<file path="src/hdl/scte_pkg.sv">
// ----------------------------------------------------------------------------
// scte_pkg: shared types and constants
// Widths of the number path and the queue item format.
// ----------------------------------------------------------------------------
`default_nettype none
package scte_pkg;

  localparam int unsigned NumberWidth = 32;
  // trial divisor reaches just past the square root of the largest number
  localparam int unsigned DivWidth    = NumberWidth / 2 + 1;
  localparam int unsigned SqWidth     = 2 * DivWidth;
  localparam int unsigned CntWidth    = $clog2(NumberWidth);
  localparam int unsigned QueueDepth  = 2;

  typedef struct packed {
    logic [NumberWidth-1:0] number;
    logic                   trivial;  // decided in the front, no search needed
    logic                   verdict;  // composite flag for trivial items
  } item_t;

  typedef enum logic [4:0] {
    StIdle = 5'b00001,
    StSq   = 5'b00010,
    StCmp  = 5'b00100,
    StDiv  = 5'b01000,
    StDone = 5'b10000
  } state_e;

endpackage
`default_nettype wire

</file>
<file path="src/hdl/scte_back.sv">
// ----------------------------------------------------------------------------
// scte_back: search engine
// Odd trial divisors up to the square root, bit-serial remainder per divisor.
// ----------------------------------------------------------------------------
`default_nettype none
module scte_back (
  input  wire logic            clk_i,
  input  wire logic            rst_ni,
  input  wire logic            empty_i,
  input  wire scte_pkg::item_t item_i,
  output      logic            pop_o,
  output      logic            out_valid_o,
  input  wire logic            out_stall_i,
  output      logic            is_composite_o
);

  localparam int unsigned NW = scte_pkg::NumberWidth;
  localparam int unsigned DW = scte_pkg::DivWidth;
  localparam int unsigned SW = scte_pkg::SqWidth;
  localparam int unsigned CW = scte_pkg::CntWidth;

  scte_pkg::state_e  state_q, state_d;
  logic [NW-1:0]     n_q, n_d, num_q, num_d;
  logic [DW-1:0]     d_q, d_d, rem_q, rem_d;
  logic [SW-1:0]     sq_q, sq_d;
  logic [CW-1:0]     cnt_q, cnt_d;
  logic              res_q, res_d;
  logic              ovld_q, ovld_d, ores_q, ores_d;
  logic [DW:0]       shift_w;
  logic [DW-1:0]     step_w;

  // one restoring step of n mod d
  assign shift_w = {rem_q, num_q[NW-1]};
  assign step_w  = (shift_w >= {1'b0, d_q}) ? DW'(shift_w - {1'b0, d_q}) : shift_w[DW-1:0];

  assign pop_o          = (state_q == scte_pkg::StIdle) & ~empty_i;
  assign out_valid_o    = ovld_q;
  assign is_composite_o = ores_q;

  always_comb begin
    state_d = state_q;
    n_d     = n_q;
    num_d   = num_q;
    d_d     = d_q;
    rem_d   = rem_q;
    sq_d    = sq_q;
    cnt_d   = cnt_q;
    res_d   = res_q;
    ovld_d  = ovld_q & out_stall_i;
    ores_d  = ores_q;
    unique case (state_q)
      scte_pkg::StIdle: begin
        if (!empty_i) begin
          n_d   = item_i.number;
          res_d = item_i.verdict;
          d_d   = DW'(3);
          state_d = item_i.trivial ? scte_pkg::StDone : scte_pkg::StSq;
        end
      end
      scte_pkg::StSq: begin
        sq_d    = SW'(d_q) * SW'(d_q);
        state_d = scte_pkg::StCmp;
      end
      scte_pkg::StCmp: begin
        if (sq_q > SW'(n_q)) begin
          res_d   = 1'b0;
          state_d = scte_pkg::StDone;
        end else begin
          rem_d   = '0;
          num_d   = n_q;
          cnt_d   = '0;
          state_d = scte_pkg::StDiv;
        end
      end
      scte_pkg::StDiv: begin
        rem_d = step_w;
        num_d = {num_q[NW-2:0], 1'b0};
        cnt_d = cnt_q + 1'b1;
        if (cnt_q == CW'(NW - 1)) begin
          if (step_w == '0) begin
            res_d   = 1'b1;
            state_d = scte_pkg::StDone;
          end else begin
            d_d     = d_q + DW'(2);
            state_d = scte_pkg::StSq;
          end
        end
      end
      scte_pkg::StDone: begin
        if (!ovld_q || !out_stall_i) begin
          ovld_d  = 1'b1;
          ores_d  = res_q;
          state_d = scte_pkg::StIdle;
        end
      end
      default: state_d = scte_pkg::StIdle;
    endcase
  end

  always_ff @(posedge clk_i or negedge rst_ni) begin
    if (!rst_ni) begin
      state_q <= scte_pkg::StIdle;
      ovld_q  <= 1'b0;
    end else begin
      state_q <= state_d;
      ovld_q  <= ovld_d;
    end
  end

  always_ff @(posedge clk_i) begin
    n_q    <= n_d;
    num_q  <= num_d;
    d_q    <= d_d;
    rem_q  <= rem_d;
    sq_q   <= sq_d;
    cnt_q  <= cnt_d;
    res_q  <= res_d;
    ores_q <= ores_d;
  end

`ifndef SYNTHESIS
  a_rem_below_div: assert property (@(posedge clk_i) disable iff (!rst_ni)
    (state_q == scte_pkg::StDiv) |-> (rem_q < d_q)) else $error("remainder not reduced");
  a_div_odd: assert property (@(posedge clk_i) disable iff (!rst_ni)
    (state_q == scte_pkg::StCmp) |-> (d_q[0] && d_q >= DW'(3))) else $error("bad divisor");
  a_search_odd: assert property (@(posedge clk_i) disable iff (!rst_ni)
    (state_q == scte_pkg::StSq) |-> n_q[0]) else $error("even number in search");
`endif

endmodule
`default_nettype wire

</file>
<file path="config.mk">
export PLATFORM = sky130hd
export DESIGN_NAME = scte_back
export DESIGN_NICKNAME = d
export VERILOG_FILES = /design/src/hdl/scte_pkg.sv /design/src/hdl/scte_back.sv
export SDC_FILE = /design/constraint.sdc
export NUM_CORES = 1
export LEC_CHECK = 0
export BUFFER_PORTS_ARGS = -buffer_cell sky130_fd_sc_hd__buf_4
export CAP_MARGIN = 20
export CORE_ASPECT_RATIO = 1.25
export CORE_MARGIN = 3
export CORE_UTILIZATION = 50
export DETAILED_ROUTE_END_ITERATION = 12
export PLACE_DENSITY = 0.7
export RECOVER_POWER = 100
export SLEW_MARGIN = 15
export SYNTH_ARGS = -nofsm -noshare
export SYNTH_HDL_FRONTEND = slang
export SYNTH_SLANG_ARGS = --single-unit
</file>
<file path="constraint.sdc">
create_clock -name clk_i -period 7.7 [get_ports clk_i]
set_input_delay 0.385 -clock clk_i [delete_from_list [all_inputs] [get_ports clk_i]]
set_output_delay 0.385 -clock clk_i [all_outputs]
set_load 0.01 [all_outputs]
</file>
==> impl_metrics.json, run 1 <==
{
  "final_cell_mix": "inv_1 (302), fa_1 (193), ha_1 (158), edfxtp_1 (136), nand2_1 (135)",
  "ant_nets": 0,
  "stdcell_count": 1930,
  "critPathLaunchType": "flip-flop",
  "vias_per_cell": 5.417,
  "fin_crit_ns": 7.205,
  "gp_congestion": 0.9040,
  "ys_seq_area_share_pct": 28.21,
  "crit_type": "reg2reg",
  "nets": 1911,
  "root_buffer": "clkbuf_16",
  "cpMostUsedCell": "fa_1",
  "ys_warn_count": 0,
  "grt_usage_pct": 21.82,
  "slew_viol_final": 227,
  "numCtsBuffers": 17,
  "fp-row-count": 70,
  "yosys.cell_types.count": 66,
  "cts.sink_count": 142,
  "syn_to_final_growth_pct": 8.950,
  "met3_usage_pct": 2.807,
  "clk_latency_ns": 0.44,
  "dieWidth_um": 161.0,
  "critPathArrivalTime_ns": 7.39,
  "tns_ns": 0,
  "antenna_found_initial": 0,
  "finalCritPeriodShare_pct": 93.57,
  "max_stage_delay_ns": 0.80,
  "crit_slowest_cell": "edfxtp_1",
  "routed_wirelength_um": 33080,
  "dp_cells": 1898,
  "synth_edf_count": 136,
  "synth_ff_type": "edfxtp_1",
  "start_util_pct": 51.02,
  "rsz0062_at_grt": "false",
  "synth_top_area_share_pct": 27.20,
  "syn_inst": 1477,
  "cts_tree": "done",
  "fin_skew_ns": 0.01559,
  "drive_gt1_share_pct": 6.323,
  "drt-initial-drc-count": 609,
  "drv_cap": 6,
  "end_kind": "flip-flop",
  "fp.dieH_um": 199.7,
  "place_hpwl_um": 26730,
  "synth_area_leaders": "edfxtp_1 (27%), fa_1 (26%), ha_1 (13%)",
  "fmax_ghz": 0.1388,
  "grt_max_degree": 68,
  "violations": "max-capacitance violations, max-slew violations",
  "nFillCells": 2539,
  "setup_violations": 0,
  "diodes": 0,
  "crit_fanout": 15,
  "cp.required_ns": 7.88,
  "utilization_pct": 55.59,
  "run_status": "finished, violations left",
  "postSynth.asyncResetShare_pct": 4.225,
  "io_buffers": 40,
  "num_io_pins": 41,
  "die-area_mm2": 0.03216,
  "grt_pass1_wl_um": 55000,
  "grtUsageMet1_pct": 24.97,
  "avgSynthCellArea_um2": 10.17,
  "synth.cell_area_mm2": 0.01501,
  "firstDrtPassIters": 5,
  "num_vias": 10454,
  "finalHoldViolCount": 0,
  "tightest_slew_ns": 2.529,
  "gr-max-usage-layer": "met2",
  "drc_errors": 0,
  "grt_pass1_vias": 11340,
  "syn_nets": 1866,
  "layout_commonest_cell": "inv_1",
  "clock_path_buffers": 2,
  "synth_seq_cells": 142,
  "overflow": 0,
  "cts-htree-levels": 4,
  "path_clk_slew_ns": 0.07,
  "synth_top_area_cell": "edfxtp_1",
  "use_met2_pct": 40.46,
  "slew_headroom_pct": -68.60,
  "avgRoutedWirePerCell_um": 17.14,
  "crit_chain": "clkinv_1 > nor2_1 > fa_1 > inv_1 > fa_1 > fa_1 > inv_1 > fa_1 > fa_1 > inv_1 > fa_1 > inv_1 > ha_1 > and2_0 > a221o_1 > nand3_1 > nand4_1 > and3_1 > o21a_1 > o21ai_0 > a211oi_1",
  "core_area_mm2": 0.02943,
  "hp-class": "in2reg"
}
-- state kept, by name, indices dropped and copies added, names as in the netlist --
signal / cells
n_q: 32
num_q: 32
sq_q: 32
rem_q: 17
d_q: 16
cnt_q: 5
state_q: 5
is_composite_o: 1
out_valid_o: 1
res_q: 1
-- per-stage QoR --
stage	hold slack (ns)	area, µm²	worst slack [ns]
6_report	0.1411	16360	0.4950
5_1_grt	0.1238	16360	0.2199
4_1_cts	0.09944	16440	0.5676
3_5_place_dp	0.2033	15850	0.5665
3_3_place_gp	0.2013	15850	0.7766
2_1_floorplan	0.08941	15010	1.423
-- path summary, 6_finish.rpt --
kind                                 startpoint                  endpoint  slack [ns]  cells after the start
max reg2reg                d_q[5]$_SDFFCE_PN0P_        sq_q[27]$_DFFE_PP_        0.49                     21
min                                   item_i[7]          n_q[5]$_DFFE_PP_        0.14                      1
max in group asynchronous                rst_ni    state_q[0]$_DFFE_PN1P_        6.99                      2
max                        d_q[5]$_SDFFCE_PN0P_        sq_q[27]$_DFFE_PP_        0.49                     21
min reg2reg                     res_q$_DFFE_PP_  is_composite_o$_DFFE_PP_        0.42                      0
min in group asynchronous                rst_ni    state_q[2]$_DFFE_PN0P_        0.39                      2
-- metal layers --
metal / vias up / wire length [µm] / part of all wire [%]
met5: - / 0 / 0
met4: 0 / 1508 / 4.6
met3: 81 / 1574 / 4.8
met2: 292 / 17540 / 53
met1: 5183 / 12450 / 38
li1: 4898 / - / -
-- cell families after synthesis --
| kind of cell | count (synthesis) | synth area share, % |
|---|---|---|
| AND/OR/NAND/NOR | 356 | 10.68 |
| adder cells (fa/ha/maj) | 351 | 38.90 |
| buffers and inverters | 349 | 8.775 |
| AO/OA/AOI/OAI | 198 | 8.550 |
| flip-flops | 142 | 28.21 |
| XOR/XNOR | 64 | 3.733 |
| multiplexers | 17 | 1.150 |
-- cell usage after synthesis (3+ instances only) --
cell	count
nand4_1	14
a211oi_1	9
and3_1	11
o211ai_1	6
inv_1	302
clkinv_1	7
nor4_1	6
nor2_1	112
and2_1	11
nand2_1	135
nand2b_1	5
buf_2	6
ha_1	158
nand3b_1	3
fa_1	193
xnor2_1	48
nor3b_1	4
clkbuf_1	30
dfrtp_1	5
a21oi_1	50
a31oi_1	5
xor2_1	16
a21o_1	34
or3_1	5
nor3_1	13
nand3_1	24
o21a_1	6
o21ai_0	53
edfxtp_1	136
mux2i_1	15
o21bai_1	9
nor2b_1	3
-- cell type report --
type / instances / area (µm²) / share of cell area [%]
Timing Repair Buffer: 64 / 437.9 / 2.677
Clock buffer: 17 / 425.4 / 2.601
Multi-Input combinational cell: 986 / 9449 / 57.76
Tap cell: 396 / 495.5 / 3.029
Sequential cell: 142 / 4235 / 25.89
Inverter: 311 / 1167 / 7.136
Clock inverter: 14 / 147.6 / 0.9026
-- critical path: cells and delay by family (launching register included) --
family	cells	cell delay (ns)
flip-flops	1	0.80
adder cells (fa/ha/maj)	7	3.29
AND/OR/NAND/NOR	5	1.20
AO/OA/AOI/OAI	4	0.79
buffers and inverters	5	0.86
-- timing repair --
action,in CTS,in global routing
setup buffers,0,0
endpoints found under the setup margin,0,0
hold endpoints to repair,6,0
hold buffers,1,0
gates resized for setup,0,0
Power of run 1 is left out: the tool's default activity adds up to more than one toggle a clock period on the data nets, which glitch-free logic cannot reach.
==> run 2: changes to the inputs <==
REMOVE_ABC_BUFFERS = 1   (was unset)
==> run 2 against run 1 <==
Compared with the run above: the run still ends with max-capacitance violations, max-slew violations left; first-iteration DRC count rose by 1.6%; core utilization rose by 0.12 points; die area did not move; fmax rose by 6.4%; highest routed layer unchanged; sequential cell count did not move; critical path depth did not move; non-clock buffer count did not move; worst setup slack improved by 0.43 ns; design area rose by 0.21%; via count fell by 0.24%; hold slack improved by 0.0054 ns; final cell count barely moved.
==> impl_metrics.json, run 2 (synthesis results as in run 1) <==
{
  "drc_errors": 0,
  "cp.required_ns": 7.89,
  "routed_wirelength_um": 32760,
  "run_status": "finished, violations left",
  "crit_fanout": 11,
  "finalCritPeriodShare_pct": 87.93,
  "die-area_mm2": 0.03216,
  "setup_violations": 0,
  "root_buffer": "clkbuf_16",
  "ant_nets": 0,
  "place_hpwl_um": 26400,
  "drt-initial-drc-count": 619,
  "drive_gt1_share_pct": 6.515,
  "top_regs": "n_q: 32 flops, num_q: 32 flops, sq_q: 32 flops",
  "drv_cap": 6,
  "tightest_slew_ns": 2.237,
  "fin_crit_ns": 6.770,
  "io_buffers": 40,
  "post_cts_resize_count": 0,
  "layout_commonest_cell": "inv_1",
  "overflow": 0,
  "crit_type": "reg2reg",
  "slew_viol_final": 207,
  "clk_latency_ns": 0.44,
  "grt_pass1_vias": 10993,
  "gp_congestion": 0.9136,
  "fin_skew_ns": 0.01289,
  "core_area_mm2": 0.02943,
  "grt_max_degree": 68,
  "start_util_pct": 51.02,
  "vias_per_cell": 5.401,
  "cts-htree-levels": 4,
  "rsz0062_at_grt": "false",
  "critPathArrivalTime_ns": 6.96,
  "slew_headroom_pct": -49.10,
  "path_clk_slew_ns": 0.07,
  "critPathLaunchType": "flip-flop",
  "dieWidth_um": 161.0,
  "fp.dieH_um": 199.7,
  "diodes": 0,
  "fp-row-count": 70,
  "end_kind": "flip-flop",
  "tns_ns": 0,
  "num_vias": 10429,
  "grt_usage_pct": 21.38,
  "numCtsBuffers": 17,
  "avgRoutedWirePerCell_um": 16.97,
  "antenna_found_initial": 0,
  "utilization_pct": 55.71,
  "cts.sink_count": 142,
  "cts_tree": "done",
  "num_io_pins": 41,
  "firstDrtPassIters": 6,
  "hp-class": "in2reg",
  "grt_pass1_wl_um": 54750,
  "syn_to_final_growth_pct": 9.183,
  "nets": 1911,
  "fmax_ghz": 0.1477,
  "final_cell_mix": "inv_1 (302), fa_1 (193), ha_1 (158), edfxtp_1 (136), nand2_1 (135)",
  "violations": "max-capacitance violations, max-slew violations",
  "finalHoldViolCount": 0,
  "clock_path_buffers": 2
}
-- run 2: cell types whose count changed in the layout (fill, tap and decap cells not counted) --
cell / before / now
and3b_1: 0 / 1
inv_8: 3 / 0
o31ai_1: 1 / 0
clkinv_2: 0 / 3
nor2_4: 0 / 1
inv_6: 5 / 6
o31ai_4: 0 / 1
nor2_1: 112 / 111
clkbuf_1: 12 / 11
bufinv_16: 1 / 2
and3b_2: 1 / 0
clkbuf_4: 32 / 31
buf_4: 19 / 21
clkinv_4: 2 / 1
-- run 2: layout make-up --
type	instances	area, µm²
clock buffer	17	425.4
clock inverter	15	158.9
fill	2591	13040
inverter	311	1167
multi-input combinational	986	9469
sequential	142	4235
tap	396	495.5
timing repair buffer	64	441.7
-- run 2: what timing repair did --
| action | CTS | global route |
|---|---|---|
| buffers inserted | 0 | 0 |
| hold endpoints to repair | 6 | 0 |
| hold buffers | 1 | 0 |
-- run 2: worst paths after layout --
kind,end,start,cells past startpoint,slack [ns]
setup / recovery,sq_q[26]$_DFFE_PP_,d_q[8]$_SDFFCE_PN0P_,21,0.93
max in group asynchronous,state_q[0]$_DFFE_PN1P_,rst_ni,2,7.04
hold / removal,n_q[29]$_DFFE_PP_,item_i[31],1,0.15
min in group asynchronous,out_valid_o$_DFF_PN0_,rst_ni,2,0.36
hold reg to reg,is_composite_o$_DFFE_PP_,res_q$_DFFE_PP_,0,0.43
setup reg to reg,sq_q[26]$_DFFE_PP_,d_q[8]$_SDFFCE_PN0P_,21,0.93
-- run 2: metal layers --
| metal | GRT usage (%) | up-vias | share of wire, % |
|---|---|---|---|
| li1 | - | 4885 | - |
| met1 | 25.47 | 5258 | 40 |
| met2 | 39.10 | 220 | 53 |
| met3 | 2.807 | 66 | 3.2 |
| met4 | 9.117 | 0 | 3.8 |
| met5 | 0 | - | 0 |
-- run 2: metrics by stage --
stage	cells	setup slack, ns	hold slack [ns]	area [µm²]
global route	1931	0.5959	0.1280	16390
detailed placement	1897	0.9929	0.1995	15850
CTS	1930	0.9670	0.1029	16440
finish	1931	0.9296	0.1465	16390
global placement	1897	1.122	0.1971	15850
floorplan	1439	1.523	0.08941	14860
-- run 2: critical path: stages (launching register included) --
cell,delay (ns)
edfxtp_1,0.32
buf_4,0.20
clkinv_1,0.41
nor2_1,0.35
fa_1,0.46
inv_1,0.09
fa_1,0.46
fa_1,0.53
inv_1,0.05
fa_1,0.46
fa_1,0.54
inv_1,0.05
fa_1,0.52
inv_1,0.04
ha_1,0.35
and3_1,0.25
a31oi_1,0.33
o221a_2,0.33
o21ai_0,0.15
a311o_1,0.39
a21oi_1,0.18
xnor2_1,0.08
Power of run 2 is left out for the same reason.
==> run 3: changes to the inputs <==
clock period = 7.1 ns   (was 7.7 ns; I/O delays follow)
==> run 3 against run 2 <==
Compared with the run above: the run still ends with max-capacitance violations, max-slew violations left; non-clock buffer count up 6; critical path depth down 1; worst setup slack worse by 0.47 ns; sequential cell count unchanged; hold slack worse by 0.036 ns; core utilization up 0.31 points; register-to-register slack worse by 0.47 ns; final cell count up 0.31%; largest cell class unchanged; first-iteration DRC count up 11%.
==> impl_metrics.json, run 3 (synthesis results as in run 1) <==
{
  "rr_startpoint": "d_q[9]$_SDFFCE_PN0P_",
  "root_buffer": "clkbuf_16",
  "fmax_ghz": 0.1507,
  "cts.sink_count": 142,
  "numCtsBuffers": 17,
  "core_area_mm2": 0.02943,
  "dieWidth_um": 161.0,
  "nets": 1917,
  "grt_pass1_vias": 11098,
  "start_util_pct": 51.02,
  "drive_gt1_share_pct": 6.814,
  "hp-class": "in2reg",
  "clock_path_buffers": 2,
  "tns_ns": 0,
  "cp.required_ns": 7.29,
  "cts_tree": "done",
  "num_io_pins": 41,
  "rsz0062_at_grt": "false",
  "crit_type": "reg2reg",
  "crit_fanout": 15,
  "gp_congestion": 0.9005,
  "fp-row-count": 70,
  "grt_pass1_wl_um": 55110,
  "ant_nets": 0,
  "slew_headroom_pct": -102.9,
  "routed_wirelength_um": 33420,
  "path_clk_slew_ns": 0.07,
  "num_vias": 10383,
  "final_cell_mix": "inv_1 (302), fa_1 (193), ha_1 (158), edfxtp_1 (136), nand2_1 (135)",
  "fin_skew_ns": 0.01220,
  "drt-initial-drc-count": 685,
  "antenna_found_initial": 0,
  "setup_violations": 0,
  "place_hpwl_um": 26950,
  "top_regs": "n_q: 32 flops, num_q: 32 flops, sq_q: 32 flops",
  "fin_crit_ns": 6.637,
  "cts-htree-levels": 4,
  "firstDrtPassIters": 5,
  "violations": "max-capacitance violations, max-slew violations",
  "critPathArrivalTime_ns": 6.83,
  "post_cts_resize_count": 0,
  "overflow": 0,
  "avgRoutedWirePerCell_um": 17.25,
  "vias_per_cell": 5.360,
  "drv_cap": 5,
  "io_buffers": 40,
  "grt_usage_pct": 21.94,
  "nFillCells": 2591,
  "critPathLaunchType": "flip-flop",
  "fp.dieH_um": 199.7,
  "tightest_slew_ns": 3.032,
  "hold_start": "item_i[31]",
  "grt_max_degree": 65,
  "critical_path.startpoint": "d_q[9]$_SDFFCE_PN0P_",
  "syn_to_final_growth_pct": 9.792,
  "die-area_mm2": 0.03216,
  "slew_viol_final": 186,
  "clk_latency_ns": 0.44,
  "run_status": "finished, violations left",
  "diodes": 0,
  "layout_commonest_cell": "inv_1",
  "finalHoldViolCount": 0,
  "end_kind": "flip-flop",
  "finalCritPeriodShare_pct": 93.48,
  "drc_errors": 0
}
run 3: cell count changes in the layout (fill, tap and decap cells not counted):
cell,previous run,this run
inv_8,0,2
clkbuf_1,11,10
and2_0,5,4
clkbuf_4,31,32
and2_1,6,7
clkinv_1,7,8
bufinv_16,2,4
buf_4,21,27
clkinv_2,3,1
nor2_4,1,0
nor2_1,111,112
inv_6,6,3
run 3: final timing paths:
kind	slack, ns	cells past startpoint	endpoint
max in group asynchronous	6.49	2	state_q[0]$_DFFE_PN1P_
min in group asynchronous	0.32	2	state_q[4]$_DFFE_PN0P_
hold reg to reg	0.44	0	is_composite_o$_DFFE_PP_
hold / removal	0.11	1	n_q[29]$_DFFE_PP_
setup reg to reg	0.46	20	sq_q[26]$_DFFE_PP_
setup / recovery	0.46	20	sq_q[26]$_DFFE_PP_
run 3: stage by stage:
step                      instances  cell area (µm²)  setup slack [ns]  utilization, %  hold slack, ns
after floorplan                1439            14860            0.9229               -         0.05941
after detailed placement       1901            15880            0.4131           53.95          0.1670
after global placement         1901            15880            0.5220           53.95          0.1689
after global routing           1937            16480            0.1420           56.02         0.08827
final                          1937            16480            0.4630           56.02          0.1104
after CTS                      1934            16520            0.4058           56.14         0.06463
run 3: critical path, cell delays in order, from the launching register on:
cell and delay, ns:
edfxtp_1 0.73, inv_1 0.23, nor2_1 0.29, fa_1 0.46, inv_1 0.09, fa_1 0.43
fa_1 0.52, inv_1 0.05, fa_1 0.46, fa_1 0.55, inv_1 0.05, fa_1 0.53
inv_1 0.04, ha_1 0.34, and3_1 0.24, a31oi_1 0.27, o221a_2 0.32, o21ai_0 0.16
a311o_1 0.38, a21oi_1 0.17, xnor2_1 0.08
run 3: area by class of cell:
cell class / count / area (µm²) / share of cell area, %
Timing Repair Buffer: 70 / 490.5 / 2.975
Inverter: 311 / 1167 / 7.082
Clock inverter: 15 / 209.0 / 1.268
Tap cell: 396 / 495.5 / 3.006
Multi-Input combinational cell: 986 / 9462 / 57.40
Clock buffer: 17 / 425.4 / 2.581
Sequential cell: 142 / 4235 / 25.69
run 3: per-layer routing:
layer	vias to the layer above	wire, µm	global-route usage (%)
met1	5152	12740	25.04
met4	0	1439	10.62
met2	246	17900	40.72
met5	-	0	0
met3	73	1339	2.993
li1	4912	-	-
run 3: repair_timing:
item,4_1_cts,5_1_grt
setup buffers,0,3
hold endpoints to repair,6,0
hold buffers,1,0
endpoints found under the setup margin,0,1
Power of run 3 is left out for the same reason.
